### config.mk
export PLATFORM = sky130hd
export DESIGN_NAME = priority_tick_task_scheduler_core
export DESIGN_NICKNAME = d
export VERILOG_FILES = /design/src/rtl/core/pts_pkg.sv /design/src/rtl/core/priority_tick_task_scheduler_core.sv /design/src/rtl/core/pts_ram.sv
export SDC_FILE = /design/constraint.sdc
export NUM_CORES = 2
export LEC_CHECK = 0
export BUFFER_PORTS_ARGS = -buffer_cell sky130_fd_sc_hd__buf_2
export CAP_MARGIN = 20
export CORE_ASPECT_RATIO = 0.9
export CORE_UTILIZATION = 40
export DETAILED_ROUTE_END_ITERATION = 10
export MAX_ROUTING_LAYER = met4
export PLACE_DENSITY_LB_ADDON = 0.1
export REMOVE_ABC_BUFFERS = 1
export SLEW_MARGIN = 10
export SYNTH_ARGS = -nofsm -noshare
export SYNTH_HDL_FRONTEND = slang
export SYNTH_SLANG_ARGS = --single-unit
### constraint.sdc
create_clock -name clk_i -period 9.4 [get_ports clk_i]
set_input_delay 1.88 -clock clk_i [delete_from_list [all_inputs] [get_ports clk_i]]
set_output_delay 1.88 -clock clk_i [all_outputs]
set_load 0.01 [all_outputs]
### src/rtl/core/pts_pkg.sv
// Package for the priority tick task scheduler.
// Holds operation and status codes, the item structs and table constants.
// No dependencies.
package pts_pkg;

  localparam int unsigned MaxTasksDefault = 16;
  localparam int unsigned DueW = 17;
  localparam int unsigned WordW = 16;

  typedef enum logic [2:0] {
    OP_CREATE  = 3'd0,
    OP_DELETE  = 3'd1,
    OP_DORMANT = 3'd2,
    OP_ACTIVE  = 3'd3,
    OP_TICK    = 3'd4
  } op_e;

  typedef enum logic [1:0] {
    ST_OK        = 2'd0,
    ST_FULL      = 2'd1,
    ST_NULL      = 2'd2,
    ST_NOT_FOUND = 2'd3
  } status_e;

  // Active mark values.
  localparam logic StateDormant    = 1'b0;
  localparam logic StateNotDormant = 1'b1;

  typedef struct packed {
    logic [2:0]  operation;
    logic [3:0]  slot;
    logic [15:0] task_handle;
    logic [15:0] task_priority;
    logic [15:0] task_period;
    logic        run_once;
  } in_item_t;

  typedef struct packed {
    logic [1:0]  status;
    logic [3:0]  assigned_slot;
    logic        dispatched;
    logic [15:0] dispatched_handle;
    logic [3:0]  dispatched_slot;
    logic        moved;
    logic [3:0]  moved_to_slot;
    logic [15:0] moved_handle;
  } out_item_t;

  // One table entry as stored in memory.
  typedef struct packed {
    logic [DueW-1:0]  due;
    logic [WordW-1:0] period;
    logic [WordW-1:0] prio;
    logic [WordW-1:0] handle;
    logic             run_once;
    logic             active;
  } entry_t;

  localparam int unsigned EntryW = $bits(entry_t);

endpackage

### src/rtl/core/priority_tick_task_scheduler_core.sv
// Priority tick task scheduler: a packed task table in one RAM and the
// sequencer that serves create, delete, dormant, active and tick items.
// Depends on pts_pkg and pts_ram.

// One item is served at a time, and a new item is taken only once the last
// result has left the output register. Create, dormant, active and unknown
// codes pass through the read, wait, execute and done states; delete also
// reads the last entry and copies it over the freed slot. A tick reads every
// live entry through the RAM read port, one per cycle; a dispatch then reads
// the best entry back and moves its due time on, or removes a one-shot task
// the way a delete does. While a counter wrap is pending, the scan writes each
// cut due time back. The table RAM needs no clearing after reset: only entries
// below the task count are ever read.
module priority_tick_task_scheduler_core
  import pts_pkg::*;
#(
  parameter int unsigned MaxTasks = MaxTasksDefault
) (
  input  logic      clk_i,
  input  logic      rst_ni,
  input  logic      in_valid_i,
  output logic      in_ready_o,
  input  in_item_t  in_item_i,
  output logic      out_valid_o,
  input  logic      out_ready_i,
  output out_item_t out_item_o
);

  localparam int unsigned IdxW = (MaxTasks > 1) ? $clog2(MaxTasks) : 1;
  localparam int unsigned CntW = $clog2(MaxTasks + 1);

  typedef enum logic [3:0] {
    S_IDLE, S_RD, S_WAIT, S_EXEC, S_SCAN, S_BEST_RD, S_BEST_WAIT,
    S_LAST_RD, S_LAST_WAIT, S_COPY, S_DONE
  } state_e;

  state_e            state_q;
  in_item_t          req_q;
  logic [CntW-1:0]   count_q;
  logic [15:0]       tick_q;
  logic              wrap_q;
  logic [CntW-1:0]   scan_q;
  logic [CntW-1:0]   scan_rd_q;
  logic              scan_vld_q;
  logic              found_q;
  logic [IdxW-1:0]   best_q;
  logic [15:0]       best_prio_q;
  logic [IdxW-1:0]   target_q;
  out_item_t         res_q;
  logic              out_valid_q;

  logic              we;
  logic [IdxW-1:0]   waddr;
  logic [IdxW-1:0]   raddr;
  entry_t            wdata;
  entry_t            rdata;
  logic [EntryW-1:0] rdata_raw;

  pts_ram #(.Width(EntryW), .Depth(MaxTasks)) u_table (
    .clk_i  (clk_i),
    .we_i   (we),
    .waddr_i(waddr),
    .wdata_i(wdata),
    .raddr_i(raddr),
    .rdata_o(rdata_raw)
  );
  assign rdata = entry_t'(rdata_raw);

  // Scan view of the entry being read: due time cut while wrap is pending.
  logic [DueW-1:0] scan_due;
  logic            scan_ready;
  logic [IdxW-1:0] last_idx;
  logic            slot_ok;
  assign scan_due   = wrap_q ? {1'b0, rdata.due[15:0]} : rdata.due;
  assign scan_ready = rdata.active && (scan_due <= {1'b0, tick_q});
  assign last_idx   = IdxW'(count_q - CntW'(1));
  assign slot_ok    = (CntW'(req_q.slot) < count_q) && (32'(req_q.slot) < MaxTasks);

  // RAM port control.
  always_comb begin
    we    = 1'b0;
    waddr = IdxW'(req_q.slot);
    wdata = rdata;
    raddr = IdxW'(req_q.slot);
    case (state_q)
      S_SCAN: begin
        raddr = IdxW'(scan_q);
        // While a wrap is pending, the cut due time is stored back.
        if (scan_vld_q && wrap_q) begin
          we        = 1'b1;
          waddr     = IdxW'(scan_rd_q);
          wdata.due = scan_due;
        end
      end
      S_BEST_RD: raddr = best_q;
      S_LAST_RD, S_LAST_WAIT: raddr = last_idx;
      S_EXEC: begin
        case (op_e'(req_q.operation))
          OP_CREATE: begin
            if (count_q < CntW'(MaxTasks) && req_q.task_handle != '0) begin
              we             = 1'b1;
              waddr          = IdxW'(count_q);
              wdata.due      = DueW'({1'b0, tick_q} + {1'b0, req_q.task_period});
              wdata.period   = req_q.task_period;
              wdata.prio     = req_q.task_priority;
              wdata.handle   = req_q.task_handle;
              wdata.run_once = req_q.run_once;
              wdata.active   = StateNotDormant;
            end
          end
          OP_DORMANT: begin
            we = slot_ok;
            wdata.active = StateDormant;
          end
          OP_ACTIVE: begin
            we = slot_ok;
            wdata.active = StateNotDormant;
            wdata.due = DueW'({1'b0, tick_q} + {1'b0, rdata.period});
          end
          default: ;
        endcase
      end
      S_BEST_WAIT: begin
        // Periodic dispatch: due time (as seen by the scan) moves on.
        we    = !rdata.run_once;
        waddr = best_q;
        wdata.due = DueW'({1'b0, scan_due} + {1'b0, rdata.period});
      end
      S_COPY: begin
        we    = (target_q != last_idx);
        waddr = target_q;
      end
      default: ;
    endcase
  end

  assign in_ready_o  = (state_q == S_IDLE) && !out_valid_q;
  assign out_valid_o = out_valid_q;
  assign out_item_o  = res_q;

  // Sequencer, counters and the result register.
  always_ff @(posedge clk_i or negedge rst_ni) begin
    if (!rst_ni) begin
      state_q     <= S_IDLE;
      count_q     <= '0;
      tick_q      <= '0;
      wrap_q      <= 1'b0;
      out_valid_q <= 1'b0;
      scan_q      <= '0;
      scan_rd_q   <= '0;
      scan_vld_q  <= 1'b0;
      found_q     <= 1'b0;
      best_q      <= '0;
      best_prio_q <= '0;
      target_q    <= '0;
      req_q       <= '0;
      res_q       <= '0;
    end else begin
      if (out_valid_q && out_ready_i) begin
        out_valid_q <= 1'b0;
      end
      case (state_q)
        S_IDLE: begin
          if (in_valid_i && in_ready_o) begin
            req_q   <= in_item_i;
            res_q   <= '0;
            state_q <= S_RD;
          end
        end
        S_RD: begin
          if (op_e'(req_q.operation) == OP_TICK) begin
            if (tick_q == 16'hFFFF) begin
              wrap_q <= 1'b1;
            end
            tick_q     <= tick_q + 16'd1;
            scan_q     <= '0;
            scan_vld_q <= 1'b0;
            found_q    <= 1'b0;
            state_q    <= S_SCAN;
          end else begin
            state_q <= S_WAIT;
          end
        end
        S_WAIT: state_q <= S_EXEC;
        S_EXEC: begin
          state_q <= S_DONE;
          case (op_e'(req_q.operation))
            OP_CREATE: begin
              if (count_q >= CntW'(MaxTasks)) begin
                res_q.status <= ST_FULL;
              end else if (req_q.task_handle == '0) begin
                res_q.status <= ST_NULL;
              end else begin
                res_q.assigned_slot <= 4'(count_q);
                count_q <= count_q + CntW'(1);
              end
            end
            OP_DELETE: begin
              if (!slot_ok) begin
                res_q.status <= ST_NOT_FOUND;
              end else begin
                target_q <= IdxW'(req_q.slot);
                state_q  <= S_LAST_RD;
              end
            end
            OP_DORMANT, OP_ACTIVE: begin
              if (!slot_ok) begin
                res_q.status <= ST_NOT_FOUND;
              end
            end
            default: ;
          endcase
        end
        S_SCAN: begin
          // One read issued per cycle; compare the entry read last cycle.
          scan_vld_q <= (scan_q < count_q);
          scan_rd_q  <= scan_q;
          if (scan_vld_q && scan_ready &&
              (!found_q || best_prio_q > rdata.prio)) begin
            found_q     <= 1'b1;
            best_q      <= IdxW'(scan_rd_q);
            best_prio_q <= rdata.prio;
          end
          if (scan_q >= count_q && !scan_vld_q) begin
            state_q <= found_q ? S_BEST_RD : S_DONE;
          end else if (scan_q < count_q) begin
            scan_q <= scan_q + CntW'(1);
          end
        end
        S_BEST_RD: state_q <= S_BEST_WAIT;
        S_BEST_WAIT: begin
          res_q.dispatched        <= 1'b1;
          res_q.dispatched_handle <= rdata.handle;
          res_q.dispatched_slot   <= 4'(best_q);
          wrap_q                  <= 1'b0;
          if (rdata.run_once) begin
            target_q <= best_q;
            state_q  <= S_LAST_RD;
          end else begin
            state_q <= S_DONE;
          end
        end
        S_LAST_RD: state_q <= S_LAST_WAIT;
        S_LAST_WAIT: state_q <= S_COPY;
        S_COPY: begin
          count_q <= count_q - CntW'(1);
          if (target_q != last_idx) begin
            res_q.moved         <= 1'b1;
            res_q.moved_to_slot <= 4'(target_q);
            res_q.moved_handle  <= rdata.handle;
          end
          state_q <= S_DONE;
        end
        S_DONE: begin
          out_valid_q <= 1'b1;
          state_q     <= S_IDLE;
        end
        default: state_q <= S_IDLE;
      endcase
    end
  end

  // The task count never exceeds the table depth.
  assert property (@(posedge clk_i) disable iff (!rst_ni) count_q <= CntW'(MaxTasks))
    else $error("task count above table depth");

  // A new item is never taken while a result is still waiting.
  assert property (@(posedge clk_i) disable iff (!rst_ni) out_valid_q |-> state_q == S_IDLE)
    else $error("sequencer busy while result pending");

  // A dispatch clears the wrap flag.
  assert property (@(posedge clk_i) disable iff (!rst_ni)
    state_q == S_BEST_WAIT |=> !wrap_q)
    else $error("wrap flag survived a dispatch");

  // A table write always lands inside the table.
  assert property (@(posedge clk_i) disable iff (!rst_ni)
    we |-> 32'(waddr) < MaxTasks)
    else $error("table write out of range");

endmodule

### src/rtl/core/pts_ram.sv
// Generic simple dual-port synchronous RAM (one write, one read port) with registered read data.
// No dependencies.
module pts_ram #(
  parameter int unsigned Width = 8,
  parameter int unsigned Depth = 16
) (
  input  logic                     clk_i,
  input  logic                     we_i,
  input  logic [$clog2(Depth)-1:0] waddr_i,
  input  logic [Width-1:0]         wdata_i,
  input  logic [$clog2(Depth)-1:0] raddr_i,
  output logic [Width-1:0]         rdata_o
);

  logic [Width-1:0] mem_q [Depth];

  // Write port and registered read port.
  always_ff @(posedge clk_i) begin
    if (we_i) begin
      mem_q[waddr_i] <= wdata_i;
    end
    rdata_o <= mem_q[raddr_i];
  end

endmodule

; ---- Word level (Yosys, flattened, before mapping)
; Memory sizes are Yosys's and may differ from the RTL's. A register that Yosys moved wholly into a read port is not among the register bits.
; Index checks and enable logic that the tools add are counted.
[word_totals]
reg_bits = 166
ram_bits = 1072
n_memories = 1
[mem_list]
columns = memory, words, width, rd, rd_clocked_by_memory_dff, write_ports, line_no
row1 = u_table.mem_q, 16, 67, 1, 1, 1, pts_ram.sv:15  ; logic [Width-1:0] mem_q [Depth];
[op_classes]
n_addsub = 7
order_cmp = 7
eq_ne = 33
mux = 60
reduce_logical = 43
[ops]
columns = cell, n
row1 = $pmux 21 s2, 2
row2 = $mux 67, 1
row3 = $mux 4, 15
row4 = $pmux 17 s3, 1
row5 = $mux 50, 1
row6 = $mux 49, 1
row7 = $mux 48, 1
row8 = $pmux 4 s10, 1
row9 = $add 16x16->17, 2
row10 = $mux 17, 2
row11 = $pmux 17 s2, 1
row12 = $mux 5, 6
row13 = $mux 21, 1
row14 = $ne 2x2->1 const B, 10
row15 = $pmux 5 s2, 2
row16 = $add 17x16->17, 1
row17 = $le 17x16->1, 1
row18 = $add 16x1->16 const B, 1
row19 = $eq 16x16->1 const B, 1
row20 = $eq 4x3->1 const B, 4
row21 = $gt 16x16->1, 1
row22 = $logic_not 16->1, 1
row23 = $pmux 4 s4, 1
row24 = $reduce_bool 16->1, 1
row25 = other kinds (40), 91

; ---- Logic depth before layout (Yosys ltp)
[depth]
word_depth = 7
mapped_depth = 12
ltp_nobuf = 11

; ---- By module
; From an unflattened synthesis, not the netlist that was laid out.
[hier_totals]
cells_unflattened = 3142
hier_area_um2 = 52861.9
[by_module_without_submodules]
columns = module, n_inst, cells_each, area_each_um2, seq_area_each_um2
row1 = pts_ram, 1, 1724, 41404.7, 33532.2
row2 = priority_tick_task_scheduler_core, 1, 1418, 11457.2, 4154.0

; ---- Worst setup path after synthesis
; OpenSTA, ideal clock, no wires.
[synth_path]
kind = reg2reg
startpoint = reg req_q[44] (netlist name)
endpoint = mem u_table.mem_q[3][0] (netlist name) (enable)
arrival_time_ns = 6.674
t_required_ns = 8.826
path_slack_ns = 2.152
stages_incl_launch_ff = 8
n_path_buf = 0
path_cell_list = dfrtp_1 -> or4_4 -> o41a_1 -> nand2_2 -> o211ai_1 -> a31oi_2 -> o21ai_1 -> nor3_1
[synth_between]
elab_chain_cells = 7
[synth_lines]
columns = item, line_no
row1 = from (decl), priority_tick_task_scheduler_core.sv:38  ; in_item_t req_q;
row2 = from (signal assigned), priority_tick_task_scheduler_core.sv:165  ; req_q <= in_item_i;
row3 = $reduce_bool 16->1 (*), priority_tick_task_scheduler_core.sv:100  ; if (count_q < CntW'(MaxTasks) && req_q.task_handle != '0) begin
row4 = $logic_and 1x1->1 (*), priority_tick_task_scheduler_core.sv:100
row5 = $mux 1, priority_tick_task_scheduler_core.sv:100
row6 = $pmux 1 s2, priority_tick_task_scheduler_core.sv:98  ; case (op_e'(req_q.operation))
row7 = $pmux 1 s4, priority_tick_task_scheduler_core.sv:85  ; case (state_q)
row8 = $mux 1, pts_ram.sv:19  ; if (we_i) begin
row9 = $mux 1 (implied by the code), pts_ram.sv:20  ; mem_q[waddr_i] <= wdata_i;
row10 = to (decl), pts_ram.sv:15
; Mark *: on every way between the ends. The rest lies on a longest branch, timed or not.

; ---- Final worst setup path
[layout_path]
startpoint = reg req_q[53] (netlist name)
endpoint = mem u_table.mem_q[11][52] (netlist name) (enable)
[layout_between]
elab_chain_cells = 6
[layout_lines]
columns = item, line_no
row1 = $eq 3x2->1, priority_tick_task_scheduler_core.sv:98
row2 = $reduce_or 2->1 (no source line), -
row3 = $pmux 1 s2, priority_tick_task_scheduler_core.sv:98
row4 = $pmux 1 s4, priority_tick_task_scheduler_core.sv:85
row5 = $mux 1, pts_ram.sv:19
row6 = $mux 1 (implied by the code), pts_ram.sv:20
; Several ways; a longest one is shown, not always the timed one.

==> impl_metrics.tcl <==
set metrics [dict create \
    clock_latency_ns 0.79 \
    antenna_found_initial 2 \
    status "finished, final reports clean" \
    die_x_um 387.8 \
    max_freq_ghz 0.1990 \
    cts-buffers-inserted 140 \
    yosysUniqueCellTypes 77 \
    holdWs_ns 0.4682 \
    cts_resized 0 \
    die_h_um 349.2 \
    ios 110 \
    endpoint_kind "flip-flop" \
    gr-total-overflow 0 \
    vias 28570 \
    postSynthCellCount 3106 \
    ir_drop_v 0.0004302 \
    min_period_ns 5.025 \
    syn_area_um2 53570 \
    grt_pass1_vias 29440 \
    ys_ff_latch 1305 \
    route.detailed.drc 0 \
    synth_edf_count 1072 \
    synthTopCellsByArea "edfxtp_1 (60%), mux4_2 (11%), dfrtp_1 (7.8%)" \
    routed_wl_um 140000 \
    crit_fanout 34 \
    hp-class "flip-flop to flip-flop" \
    p_per_area_nw_per_um2 361.7 \
    required_ns 9.80 \
    hold_start "out_item_o[22]" \
    rrSetupSlack_ns 4.37 \
    post_cts_buffers 0 \
    dieArea_um2 135400 \
    cts_tree "built" \
    synth_top_area_cell "edfxtp_1" \
    finalNonFillerCells 5158 \
    avgViaCountPerCell 5.540 \
    worstMarginPinSlew_ns 1.075 \
    worstRegToRegCells 9 \
    cp.arrival_ns 5.42 \
    wl_per_cell_um 27.15 \
    diodes 0 \
    place_congestion 0.8497 \
    maxSlewViolCount 0 \
    cp-start-kind "flip-flop" \
    leakagePower_nw 21.47 \
    critPathLaunch "req_q[53]" \
    synth_most_common_cell "edfxtp_1" \
    drt_first_pass_iters 5 \
    slew_headroom_pct 28.34 \
    setup_violations 0 \
    power_mw 22.06 \
    clock-sinks 1305 \
    ctsHoldBuffers 0 \
    rsz0062_at_grt "no" \
    drt_iter0_markers 2136 \
    worstSetupPathType "flip-flop to flip-flop" \
    ys_async_sr_fraction_pct 12.72 \
    num_rows 127 \
    ant_nets 0 \
    grt_pass1_wl_um 205000 \
    fin_crit_sh_pct 53.46 \
    coreArea_um2 133000 \
    drv_cap 0 \
    min_to "out_item_o[22]" \
    grt_usage_pct 21.52 \
    holdPathStages 2 \
    regToRegEndpoint "u_table.mem_q[11][52]" \
    skew_ns 0.05473 \
    dp_hpwl_um 83660 \
    clkTransAtPathRegs_ns 0.07 \
    synth_flop_cell "edfxtp_1" \
    cts_buffer_depth 3 \
    grt_max_degree 153 \
    post-route-cell-area_um2 60980 \
    htreeDepth 4 \
    drive_gt1_share_pct 21.42 \
    numPortBuffers 109 \
    nFillCells 11360 \
    seq_area_frac_synth_pct 70.35 \
    placed_cell_area_um2 56330 \
    yosysWarnings 0 \
    root_buffer "clkbuf_16" \
    hold_viol 0 \
    syn_area_per_cell_um2 17.25 \
    dp_cells 4891 \
    r2r_start "req_q[53]" \
    area_growth_pct 13.84 \
    synth_commonest_cells "edfxtp_1 (1072), nand2_1 (438), mux4_2 (268)" \
    nets 3456 \
    start_util_pct 40.28 \
    synth_top_area_share_pct 60.09 \
]
==> state kept, by name, summed over array words and instances (netlist names), 4 cells and up <==
register / flops
u_table.mem_q: 1072
scan_rd_q: 4
target_q: 4
best_prio_q: 16
scan_q: 5
out_item_o: 48
best_q: 4
tick_q: 16
u_table.rdata_o: 67
req_q: 56
state_q: 4
count_q: 5
==> report_power, final <==
group / internal (mW) / switching (mW) / leakage, nW
Sequential: 7.85 / 0.573 / 12.4
Combinational: 3.36 / 4.83 / 6.85
Clock: 3.12 / 2.32 / 2.21
Total: 14.3 / 7.73 / 21.5
==> layer usage <==
| layer | routed length, um | share of wire (%) | GRT usage, % |
|---|---|---|---|
| met2 | 66060 | 47 | 33.02 |
| met1 | 64660 | 46 | 30.00 |
| met5 | 0 | 0 | - |
| met3 | 6751 | 4.8 | 3.320 |
| met4 | 2559 | 1.8 | 5.628 |
==> how the worst max path moves through the flow <==
stage | end | depth (start not counted)
5_1_grt | u_table.mem_q[11][52] | 9
6_report | u_table.mem_q[11][52] | 9
3_5_place_dp | u_table.mem_q[11][39] | 9
4_1_cts | u_table.mem_q[11][52] | 9
2_1_floorplan | u_table.rdata_o[0] | 7
3_3_place_gp | u_table.mem_q[4][2] | 9
==> worst max-delay path, cell delays in order, from the launching register on <==
cell and delay, ns:
dfrtp_1 0.49, nor4_2 0.31, buf_4 0.26, o41a_1 0.69, nand2_2 0.23, o211ai_2 0.61
o211ai_1 0.52, nor2_4 0.21, buf_4 0.59, buf_4 0.68
==> logic make-up (layout without fill, tap and decap cells) <==
logic type | after synthesis | in the layout | share of synthesized area (%)
compound gates | 317 | 317 | 3.910
fa+ha+maj | 96 | 96 | 2.284
flops | 1305 | 1305 | 70.35
xor+xnor | 61 | 61 | 0.9973
simple gates | 635 | 635 | 5.031
mux | 495 | 495 | 15.55
buf+inv | 197 | 508 | 1.875
==> per-stage QoR <==
step | TNS, ns | utilization [%] | setup WS [ns]
floorplan | -251.60 | - | -3.755
global placement | 0 | 42.35 | 4.498
detailed placement | 0 | 42.35 | 4.389
CTS | 0 | 45.79 | 4.345
global route | 0 | 45.85 | 4.129
finish | 0 | 45.85 | 4.375
==> cell usage in the layout (no fill, tap or decap), drive strengths merged, types with 20 or more instances in the layout <==
cell type,instances
edfxtp,1072
nand2,439
mux4,268
mux2i,207
buf,197
clkbuf,193
dfrtp,166
o21ai,112
ha,93
nor2,75
dfxtp,67
inv,54
clkinv,53
a21oi,48
xnor2,37
a21o,28
nor3,26
xor2,24
mux2,20
==> layout make-up <==
| type | instances | area [um^2] | area share (%) |
|---|---|---|---|
| Tap cell | 1741 | 2178 | 3.572 |
| Clock inverter | 67 | 689.4 | 1.130 |
| Multi-Input combinational cell | 1604 | 15060 | 24.70 |
| Clock buffer | 192 | 3882 | 6.366 |
| Sequential cell | 1305 | 37690 | 61.80 |
| Inverter | 51 | 191.4 | 0.3139 |
| Timing Repair Buffer | 198 | 1294 | 2.121 |
Note: power is estimated with default switching activity, not from simulation.
